$ cat src/hw/rtl/bfc_pkg.sv
// ----------------------------------------------------------------------------
// Box frustum classifier package
// Shared types and constants: plane register layout, register indexes,
// verdict codes and the per-corner tag that travels through the queue.
// ----------------------------------------------------------------------------
package bfc_pkg;

	localparam int REG_PLANES   = 6;
	localparam int CFG_INDEX_W  = 3;
	localparam int CFG_DATA_W   = 64;
	localparam int NORMAL_W     = 16;
	localparam int OFFSET_SHIFT = 14;
	localparam int QUEUE_DEPTH  = 4;

	// Plane register: normal x in bits 15:0 up to the offset in bits 63:48.
	typedef struct packed {
		logic signed [NORMAL_W-1:0] off;
		logic signed [NORMAL_W-1:0] nz;
		logic signed [NORMAL_W-1:0] ny;
		logic signed [NORMAL_W-1:0] nx;
	} plane_t;

	typedef enum logic [CFG_INDEX_W-1:0] {
		REG_PLANE_NEAR   = 3'd0,
		REG_PLANE_FAR    = 3'd1,
		REG_PLANE_LEFT   = 3'd2,
		REG_PLANE_RIGHT  = 3'd3,
		REG_PLANE_BOTTOM = 3'd4,
		REG_PLANE_TOP    = 3'd5,
		REG_FRUSTUM_OK   = 3'd6
	} cfg_reg_t;

	typedef enum logic [1:0] {
		VERDICT_INSIDE    = 2'd0,
		VERDICT_INTERSECT = 2'd1,
		VERDICT_OUTSIDE   = 2'd2
	} verdict_t;

	// Position of a corner within its box, and its presence flag.
	typedef struct packed {
		logic first;
		logic last;
		logic present;
	} corner_tag_t;

	localparam int TAG_W = $bits(corner_tag_t);

endpackage

$ cat src/hw/rtl/bfc_queue.sv
// ----------------------------------------------------------------------------
// Box frustum classifier queue
// Short first-in first-out buffer between the distance front end and the
// verdict back end. The front end never pushes into a full queue.
// ----------------------------------------------------------------------------
module bfc_queue #(
	parameter int DATA_W   = 8,
	parameter int QCOUNT_W = 3
) (
	input  logic                clk,
	input  logic                arst_n,
	input  logic                push,
	input  logic [DATA_W-1:0]   push_data,
	input  logic                pop,
	output logic                not_empty,
	output logic [DATA_W-1:0]   pop_data,
	output logic [QCOUNT_W-1:0] count
);
	import bfc_pkg::*;

	localparam int PTR_W = $clog2(QUEUE_DEPTH);

	logic [DATA_W-1:0]   entry_q [QUEUE_DEPTH];
	logic [PTR_W-1:0]    wr_ptr_q;
	logic [PTR_W-1:0]    rd_ptr_q;
	logic [QCOUNT_W-1:0] count_q;

	always_ff @(posedge clk or negedge arst_n) begin
		if (!arst_n) begin
			wr_ptr_q <= '0;
			rd_ptr_q <= '0;
			count_q <= '0;
		end else begin
			if (push) begin
				wr_ptr_q <= wr_ptr_q + PTR_W'(1);
			end
			if (pop) begin
				rd_ptr_q <= rd_ptr_q + PTR_W'(1);
			end
			if (push && !pop) begin
				count_q <= count_q + QCOUNT_W'(1);
			end else if (pop && !push) begin
				count_q <= count_q - QCOUNT_W'(1);
			end
		end
	end

	always_ff @(posedge clk) begin
		if (push) begin
			entry_q[wr_ptr_q] <= push_data;
		end
	end

	assign pop_data = entry_q[rd_ptr_q];
	assign not_empty = (count_q != '0);
	assign count = count_q;

endmodule

$ cat config.mk
export PLATFORM = sky130hd
export DESIGN_NAME = bfc_queue
export DESIGN_NICKNAME = d
export VERILOG_FILES = /design/src/hw/rtl/bfc_pkg.sv /design/src/hw/rtl/bfc_queue.sv
export SDC_FILE = /design/constraint.sdc
export NUM_CORES = 1
export LEC_CHECK = 0
export BUFFER_PORTS_ARGS = -buffer_cell sky130_fd_sc_hd__buf_4
export CORE_MARGIN = 2
export CORE_UTILIZATION = 30
export CTS_BUF_LIST = sky130_fd_sc_hd__clkbuf_8 sky130_fd_sc_hd__clkbuf_16
export DETAILED_ROUTE_END_ITERATION = 6
export PLACE_DENSITY = 0.5
export SLEW_MARGIN = 5
export SYNTH_ARGS = -nofsm -noshare
export SYNTH_HDL_FRONTEND = slang
export SYNTH_SLANG_ARGS = --single-unit
$ cat constraint.sdc
create_clock -name clk -period 1.4 [get_ports clk]
set_input_delay 0.07 -clock clk [delete_from_list [all_inputs] [get_ports clk]]
set_output_delay 0.07 -clock clk [all_outputs]
set_load 0.05 [all_outputs]
==> summary.txt <==
FF+latch area = 1140 um2
CTS tree = yes
H-tree Lvls = 2
Setup WS pre-CTS = 0.0422 ns
Post-DRT Antenna Nets = 0
Detailed placement HPWL = 1710 um
Skew final = 0.00616 ns
Maximum vdd drop = 0.000733 V
DR vias = 800
Number of diodes = 0
Final setup viols = 8
Critical Path RT = 1.33 ns
Cells after Synth = 75
Max-cap violations = 0
First-pass GRT wire length = 4110 um
Slew headroom = 0.830
Core area = 5040 um2
Ports = 24
Most common cell in the synthesized netlist = edfxtp_1
Crit-path max FO = 6
RSZ-0062 raised after global routing = true
Register bit total from synthesis = 39
Root Driver = clkbuf_8
Initial Util = 0.306
Gr usage total = 0.106
Fmax achieved = 0.633 GHz
Grt total ovfl = 0
R2R depth = 4
Reg2Reg Launch Point = count[0]$_DFFE_PN0P_
Grt peak-use layer = met2
Row count = 26
Post-synthesis mux area share = 0.124
Initial antenna violation count = 0
Die area = 5730 um2
Largest family of logic cells by synthesized area = multiplexers
Crit path from = rd_ptr_q[0]$_DFFE_PN0P_
Synth area leader = edfxtp_1
Lkg Pwr = 0.815 nW
Final worst slack = -0.179 ns
Power, Total = 5.02 mW
R2r setup slk = 0.08 ns
Synth top cells by count = 32 x edfxtp_1, 8 x mux4_2, 7 x dfrtp_1, 5 x ha_1
Total CTS buffers = 5
Fraction of layout instances using a drive strength above 1 = 0.405
Adder-cell share of the synthesized area = 0.0536
Crit path to = pop_data[1]
Post-synth top flop = edfxtp_1
Syn_nets = 93
Post-Synth Simple-Gate Area = 0.0276
Clock Latency Late Sink = 0.28 ns
Worst setup SP type = flop
Synth top area share = 0.623
Drt total wl = 2570 um
Cell Pwr Density = 2330 nW/um2
Mapped Area = 1540 um2
Largest net degree at the start of global routing = 13
Final Max Tran Viols = 0
DR iter-0 viols = 14
DP Area = 1880 um2
Status = finished with violations
WP data arrival = 1.51 ns
# nets final = 138
Die Ht = 75.7 um
CP Capture Type = primary output
Final Instance Area = 2160 um2
Layout overhead on the synthesized area = 40.0%
Failing checks = negative setup slack
Hold Vio Cnt, Final = 0
Clk sink count = 39
Longest Clk Path Bufs = 2
Met3 Usage GRT = 0.0331
Synth cell types = 16
Met1 Resource Use GR = 0.119
Area of the multi-input gates = 374 um2
Syn_area_per_cell = 20.6 um2
Vias in the first global route = 841
HP Class = input port to flop
Routed wire length per instance = 13.5 um
Post-synth EDFFs = 32
GR Util met2 = 0.184
Post-synthesis sequential area ratio = 0.737
Minimum clock period = 1.58 ns
Crit Path Category = flop to primary output
Buffers on Ports = 23
Worst Tran Pin Value = 0.255 ns
Drt pass-1 iters = 3
Asr flop ratio synth = 0.179
GPL Wtd Cong = 0.621
# fillers = 467
Die Width = 75.7 um
Compound-Gate Fraction of Synth Area = 0.00325
Period utilization = 1.13
Dpl cells = 172
Worst reg2reg endpoint = count[2]$_DFFE_PN0P_
Post-route insts no fill = 191
Xor and xnor area share after synthesis = 0.0341
Synth warn = 0
Clk slew on worst S/H paths = 0.07 ns
DRC Markers = 0
Top cells by area, synth = edfxtp_1 62%, mux4_2 12%, dfrtp_1 11%
DR vias/cell = 4.19
## through the flow
| step | hold WS (ns) | util | setup TNS (ns) |
|---|---|---|---|
| after global placement | -0.111 | 0.373 | 0 |
| after detailed placement | -0.113 | 0.373 | 0 |
| final | 0.0146 | 0.428 | -1.31 |
| after floorplan | -0.226 | - | -0.0321 |
| after global routing | 0.0214 | 0.428 | -1.74 |
| after CTS | 0.00750 | 0.426 | -1.46 |
## state kept, by name, summed over array words and instances, names as in the netlist
register,flops
entry_q,32
rd_ptr_q,2
wr_ptr_q,2
count,3
## report_power, final
part / switching [mW] / internal (mW)
clock network: 0.364 / 0.705
logic: 1.25 / 0.954
registers: 0.178 / 1.56
## worst min path at each step
| stage | to | from | cells past startpoint | slack [ns] |
|---|---|---|---|---|
| 6_report | wr_ptr_q[0]$_DFFE_PN0P_ | push | 2 | 0.01 |
| 5_1_grt | wr_ptr_q[0]$_DFFE_PN0P_ | push | 2 | 0.02 |
| 4_1_cts | wr_ptr_q[0]$_DFFE_PN0P_ | push | 2 | 0.007 |
| 3_5_place_dp | wr_ptr_q[0]$_DFFE_PN0P_ | arst_n | 1 | -0.11 |
| 3_3_place_gp | wr_ptr_q[0]$_DFFE_PN0P_ | arst_n | 1 | -0.11 |
| 2_1_floorplan | count[0]$_DFFE_PN0P_ | arst_n | 0 | -0.23 |
## kinds of logic after synthesis
| group | count (synthesis) |
|---|---|
| DFF | 39 |
| muxes | 9 |
| and+or+nand+nor | 8 |
| xor gates and xnor gates | 6 |
| buffers and inverters | 6 |
| adders and majority gates | 6 |
| AOI/OAI and AO/OA | 1 |
## metal layers
layer,share of wire,up-vias
li1,-,372
met1,0.43,402
met2,0.51,18
met3,0.039,8
met4,0.021,0
met5,0,-
## cell type report
type	count	area share
sequential	39	0.528
timing repair buffer	40	0.190
multi-input combinational	30	0.173
tap	70	0.0406
clock buffer	5	0.0319
clock inverter	3	0.0296
inverter	4	0.00696
## repair_timing
action,4_1_cts,5_1_grt
setup endpoints to repair,8,9
gates resized for setup,9,1
hold buffers,10,0
pin swaps,0,0
endpoints found under the hold margin,40,0
buffers inserted,0,1
## worst max-delay path: stages (launching register included)
cell,delay (ns)
dfrtp_1,0.37
buf_6,0.16
mux4_2,0.53
buf_6,0.17
## layout by cell type (no fill, tap or decap), drive strengths merged, types with 2 or more instances in the layout
cell,n
mux4,8
and2,4
xor2,4
dlygate4sd3,10
ha,5
nand2,2
edfxtp,32
clkbuf,5
buf,30
xnor2,2
inv,5
dfrtp,7
bufinv,2
(Power assumes the default switching activity.)
