File: src/hw/rtl/bfc_pkg.sv
// ----------------------------------------------------------------------------
// Box frustum classifier package
// Shared types and constants: plane register layout, register indexes,
// verdict codes and the per-corner tag that travels through the queue.
// ----------------------------------------------------------------------------
package bfc_pkg;

	localparam int REG_PLANES   = 6;
	localparam int CFG_INDEX_W  = 3;
	localparam int CFG_DATA_W   = 64;
	localparam int NORMAL_W     = 16;
	localparam int OFFSET_SHIFT = 14;
	localparam int QUEUE_DEPTH  = 4;

	// Plane register: normal x in bits 15:0 up to the offset in bits 63:48.
	typedef struct packed {
		logic signed [NORMAL_W-1:0] off;
		logic signed [NORMAL_W-1:0] nz;
		logic signed [NORMAL_W-1:0] ny;
		logic signed [NORMAL_W-1:0] nx;
	} plane_t;

	typedef enum logic [CFG_INDEX_W-1:0] {
		REG_PLANE_NEAR   = 3'd0,
		REG_PLANE_FAR    = 3'd1,
		REG_PLANE_LEFT   = 3'd2,
		REG_PLANE_RIGHT  = 3'd3,
		REG_PLANE_BOTTOM = 3'd4,
		REG_PLANE_TOP    = 3'd5,
		REG_FRUSTUM_OK   = 3'd6
	} cfg_reg_t;

	typedef enum logic [1:0] {
		VERDICT_INSIDE    = 2'd0,
		VERDICT_INTERSECT = 2'd1,
		VERDICT_OUTSIDE   = 2'd2
	} verdict_t;

	// Position of a corner within its box, and its presence flag.
	typedef struct packed {
		logic first;
		logic last;
		logic present;
	} corner_tag_t;

	localparam int TAG_W = $bits(corner_tag_t);

endpackage

File: src/hw/rtl/bfc_back.sv
// ----------------------------------------------------------------------------
// Box frustum classifier back end
// Keeps the running minimum and maximum distance per plane over the corners
// of a box and holds the verdict in an output register until it is taken.
// ----------------------------------------------------------------------------
module bfc_back #(
	parameter int PLANE_COUNT = 6,
	parameter int DIST_W      = 34
) (
	input  logic                                 clk,
	input  logic                                 arst_n,
	input  logic                                 entry_valid,
	input  logic [PLANE_COUNT*DIST_W+bfc_pkg::TAG_W-1:0] entry_data,
	output logic                                 pop,
	input  logic                                 frustum_ok,
	output logic                                 verdict_valid,
	input  logic                                 verdict_stall,
	output logic [1:0]                           verdict
);
	import bfc_pkg::*;

	localparam int DATA_W = PLANE_COUNT * DIST_W + TAG_W;

	corner_tag_t              tag;
	logic signed [DIST_W-1:0] dist_in  [PLANE_COUNT];
	logic signed [DIST_W-1:0] min_next [PLANE_COUNT];
	logic signed [DIST_W-1:0] max_next [PLANE_COUNT];
	logic signed [DIST_W-1:0] plane_min_q [PLANE_COUNT];
	logic signed [DIST_W-1:0] plane_max_q [PLANE_COUNT];
	logic                     any_min_neg;
	logic                     any_max_neg;
	logic                     missing_now;
	logic                     box_missing_q;
	logic                     valid_q;
	verdict_t                 verdict_next;
	verdict_t                 verdict_q;

	assign tag = corner_tag_t'(entry_data[DATA_W-1 -: TAG_W]);

	always_comb begin
		any_min_neg = 1'b0;
		any_max_neg = 1'b0;
		for (int p = 0; p < PLANE_COUNT; p++) begin
			dist_in[p] = $signed(entry_data[p*DIST_W +: DIST_W]);
			min_next[p] = (tag.first || dist_in[p] < plane_min_q[p]) ?
				dist_in[p] : plane_min_q[p];
			max_next[p] = (tag.first || dist_in[p] > plane_max_q[p]) ?
				dist_in[p] : plane_max_q[p];
			any_min_neg = any_min_neg | min_next[p][DIST_W-1];
			any_max_neg = any_max_neg | max_next[p][DIST_W-1];
		end
	end

	assign missing_now = box_missing_q || !tag.present;

	always_comb begin
		priority if (!frustum_ok || missing_now || any_max_neg) begin
			verdict_next = VERDICT_OUTSIDE;
		end else if (any_min_neg) begin
			verdict_next = VERDICT_INTERSECT;
		end else begin
			verdict_next = VERDICT_INSIDE;
		end
	end

	// A last corner waits only while the output register holds an untaken verdict.
	assign pop = entry_valid && (!tag.last || !valid_q || !verdict_stall);

	always_ff @(posedge clk or negedge arst_n) begin
		if (!arst_n) begin
			box_missing_q <= 1'b0;
			valid_q <= 1'b0;
		end else begin
			if (pop) begin
				box_missing_q <= tag.last ? 1'b0 : missing_now;
			end
			if (pop && tag.last) begin
				valid_q <= 1'b1;
			end else if (!verdict_stall) begin
				valid_q <= 1'b0;
			end
		end
	end

	always_ff @(posedge clk) begin
		if (pop) begin
			for (int p = 0; p < PLANE_COUNT; p++) begin
				plane_min_q[p] <= min_next[p];
				plane_max_q[p] <= max_next[p];
			end
			if (tag.last) begin
				verdict_q <= verdict_next;
			end
		end
	end

	assign verdict_valid = valid_q;
	assign verdict = verdict_q;

endmodule

File: config.mk
export PLATFORM = sky130hd
export DESIGN_NAME = bfc_back
export DESIGN_NICKNAME = d
export VERILOG_FILES = /design/src/hw/rtl/bfc_pkg.sv /design/src/hw/rtl/bfc_back.sv
export SDC_FILE = /design/constraint.sdc
export NUM_CORES = 1
export LEC_CHECK = 0
export BUFFER_PORTS_ARGS = -buffer_cell sky130_fd_sc_hd__buf_2
export CAP_MARGIN = 25
export CORE_ASPECT_RATIO = 0.9
export CORE_MARGIN = 3
export CORE_UTILIZATION = 50
export CTS_CLUSTER_DIAMETER = 50
export CTS_CLUSTER_SIZE = 14
export DETAILED_ROUTE_END_ITERATION = 16
export PLACE_DENSITY = 0.72
export SETUP_SLACK_MARGIN = 0.02
export SYNTH_ARGS = -nofsm -noshare
export SYNTH_HDL_FRONTEND = slang
export SYNTH_SLANG_ARGS = --single-unit
export TNS_END_PERCENT = 100
File: constraint.sdc
create_clock -name clk -period 4 [get_ports clk]
set_clock_uncertainty 0.2 [all_clocks]
set_input_delay 0 -clock clk [delete_from_list [all_inputs] [get_ports clk]]
set_output_delay 0 -clock clk [all_outputs]
set_load 0.05 [all_outputs]
==> impl_metrics.sql <==
INSERT INTO impl_metrics (metric_group, metric, value, unit) VALUES
('placement', 'place_congestion', '0.8311', ''),
('route', 'detail_route.wl_per_cell', '18.06', 'um'),
('synth', 'netlist.area_leader.share', '0.5329', ''),
('clock_tree', 'clock_root_buffer', 'clkbuf_16', ''),
('route', 'antenna_violating_nets_post_route', '0', ''),
('synth', 'top_ff_cell_synth', 'edfxtp_1', ''),
('min_path', 'min_from', 'entry_data[72]', ''),
('power_and_ir_drop', 'power_total', '11.79', 'mW'),
('critical_path', 'cp.buffers_inverters', '2', ''),
('clock_tree', 'clock_latency_on_the_worst_skew_pair', '0.58', 'ns'),
('critical_path', 'cp_data_required_time', '4.01', 'ns'),
('min_path', 'hold_path_end', 'plane_min_q[2][4]', ''),
('min_path', 'whs_path_depth', '2', ''),
('synth', 'syn_nets', '2553', ''),
('global_route', 'gr-usage-all-layers', '0.2439', ''),
('route', 'totalWireLength', '58.69', 'mm'),
('floorplan', 'count_of_boundary_i_o_pins', '216', ''),
('clock_tree', 'tritoncts.num_buffers', '45', ''),
('sta', 'timing.final.hold_violations', '0', ''),
('placement', 'place_inst', '2779', ''),
('critical_path', 'crit_path_end_kind', 'flop', ''),
('synth', 'synth_enable_flop_cells', '410', ''),
('critical_path', 'critical_path.slowest_cell', 'a2111oi_0', ''),
('global_route', 'first_pass_grt_wire_length', '95.43', 'mm'),
('layout', 'nets', '3218', ''),
('power_and_ir_drop', 'total_power_density_per_cell_area', '387.2', 'nW/um^2'),
('synth', 'netlist-cell-type-count', '66', ''),
('critical_path', 'setup.worst_path.start_class', 'flop', ''),
('route', 'wl_met3', '3.721', 'mm'),
('sta', 'worst-slew-pin-transition', '0.8854', 'ns'),
('outcome', 'status', 'finished clean', ''),
('placement', 'post-dp-hpwl', '36.06', 'mm'),
('layout', 'layout_common_cells', '426 x inv_1, 410 x edfxtp_1, 402 x ha_1', ''),
('critical_path', 'worst_path_dominant_cell_family', 'compound AO/OA/AOI/OAI gates', ''),
('route', 'wl_met2', '29.20', 'mm'),
('clock_tree', 'cts-htree-levels', '2', ''),
('critical_path', 'timing.rr.end', 'plane_max_q[4][7]', ''),
('synth', 'post-synth-top-area-cell', 'edfxtp_1', ''),
('critical_path', 'reg2reg_depth', '11', ''),
('synth', 'mappedNetlistArea', '23100', 'um^2'),
('clock_tree', 'clk_transition_reported_paths', '0.06', 'ns'),
('floorplan', 'dieArea', '48830', 'um^2'),
('sta', 'final.period_utilization', '0.9228', ''),
('synth', 'async_flop_share', '0.004854', ''),
('layout', 'finish.cell_count_without_fillers', '3250', ''),
('route', 'first_drt_pass_iteration_count', '5', ''),
('global_route', 'grt_max_degree', '34', ''),
('power_and_ir_drop', 'power.leakage', '13.98', 'nW'),
('floorplan', 'floorplan.initialDensity', '0.5072', ''),
('critical_path', 'max_stage_delay', '0.85', 'ns'),
('layout', 'area.growth.synth_to_final', '31.83', '%'),
('clock_tree', 'cts_max_path_buffers', '3', ''),
('critical_path', 'path_class', 'flop to flop', ''),
('placement', 'post_dp_cell_area', '25100', 'um^2'),
('sta', 'rsz0062_at_grt', 'false', ''),
('route', 'drc', '0', ''),
('route', 'drt_iter0_markers', '1087', ''),
('floorplan', 'fp-row-count', '74', ''),
('critical_path', 'r2r_setup_slack', '0.31', 'ns'),
('run', 'max-cap-violations', '0', ''),
('critical_path', 'crit-reg2reg-launch', 'plane_max_q[4][3]', ''),
('placement', 'buffer_ports.inserted', '215', ''),
('min_path', 'timing.hold.worst.class', 'primary input to flop', ''),
('critical_path', 'critPathMostFrequentCell', 'a21oi_1', ''),
('critical_path', 'cp_max_fo', '33', ''),
('layout', 'drive_above_1_share', '0.1280', ''),
('synth', 'syn_avg_cell_area', '11.92', 'um^2'),
('layout', 'final_common_cell', 'inv_1', ''),
('sta', 'fin_setup_tns', '0', 'ns'),
('sta', 'setup_viol', '0', ''),
('synth', 'postSynthRegisterBits', '412', '');
[final cells by class]
| cell class | instances | area [um^2] |
|---|---|---|
| sequential | 412 | 12360 |
| antenna | 2 | 5.005 |
| clock inverter | 29 | 279.0 |
| clock buffer | 54 | 1202 |
| timing repair buffer | 620 | 5082 |
| multi-input combinational | 1099 | 9169 |
| tap | 608 | 760.7 |
| fill | 3107 | 15090 |
| inverter | 426 | 1599 |
[report_power, final]
group,total [mW],internal [mW],switching [mW]
Sequential,5.33,5.23,0.103
Combinational,2.24,0.973,1.27
Clock,4.22,2.38,1.84
[state kept, by name, summed over array words and instances, names as in the netlist]
signal and flops:
plane_max_q 204, plane_min_q 204, box_missing_q 1, verdict 2
verdict_valid 1
[metal layers]
layer,up-vias,track usage
met5,-,0
met4,0,0.09045
met3,167,0.04270
met2,623,0.4336
met1,8374,0.2979
li1,8416,-
[synthesized netlist by cell type, drive strengths merged (3+ instances only)]
cell type and number:
nor3 17, o311ai 5, mux2i 4, o2111ai 3, a21o 37, mux2 5
or3 8, nand2b 11, and2 10, nand2 90, ha 402, nand3 28
a2111oi 6, edfxtp 410, and3 6, a311oi 3, o31ai 3, a31oi 6
o21a 6, or4 3, or2 3, nor2 52, o211ai 5, inv 426
nor4 15, o21ai 71, a211oi 29, a21oi 135, a22oi 3, nand4 66
nor2b 7, a221oi 12, a211o 5, and4 16, a221o 3
[cells by family (layout without fill, tap and decap cells)]
group	Yosys count	count (layout)	synth area share
buffers and inverters	428	1129	0.06953
flip-flops	412	412	0.5350
adder cells (fa/ha/maj)	402	402	0.2177
AO/OA/AOI/OAI	347	347	0.09390
AND/OR/NAND/NOR	339	339	0.07874
multiplexers	9	9	0.004332
XOR/XNOR	2	2	0.0007583
other	0	2	0
[worst max path at each step]
stage / slack, ns / start / endpoint / depth (start not counted)
6_report: 0.31 / plane_max_q[4][3] / plane_max_q[4][7] / 11
5_1_grt: 0.05 / plane_max_q[4][5] / plane_max_q[4][7] / 11
4_1_cts: 0.16 / plane_max_q[1][24] / verdict[0] / 10
3_5_place_dp: 0.20 / plane_max_q[1][24] / verdict[1] / 10
3_3_place_gp: 0.27 / plane_max_q[1][12] / verdict[1] / 11
2_1_floorplan: 0.16 / plane_max_q[4][5] / plane_max_q[4][0] / 10
[worst reg2reg max path, delay by kind of cell, from the launching register on]
kind                       cells  cell delay, ns
AOI/OAI and AO/OA              6            1.81
buffers and inverters          2            0.46
DFF                            1            0.36
adders and majority gates      1            0.23
xor gates and xnor gates       1            0.16
and+or+nand+nor                1            0.09
[timing repair]
item | CTS | global route
hold buffers | 386 | 0
resized for setup | 0 | 2
endpoints found under the hold margin | 422 | 0
buffers inserted | 0 | 0
endpoints found under the setup margin | 0 | 2
[metrics by stage]
step,setup WS [ns],hold slack (ns),util
finish,0.3090,0.01462,0.6686
global route,0.04738,0.01356,0.6686
CTS,0.1570,0.0006141,0.6684
detailed placement,0.2001,-0.4087,0.5511
global placement,0.2674,-0.4135,0.5511
floorplan,0.1617,-0.4956,-
No activity file was read; power rests on OpenSTA's default activity.
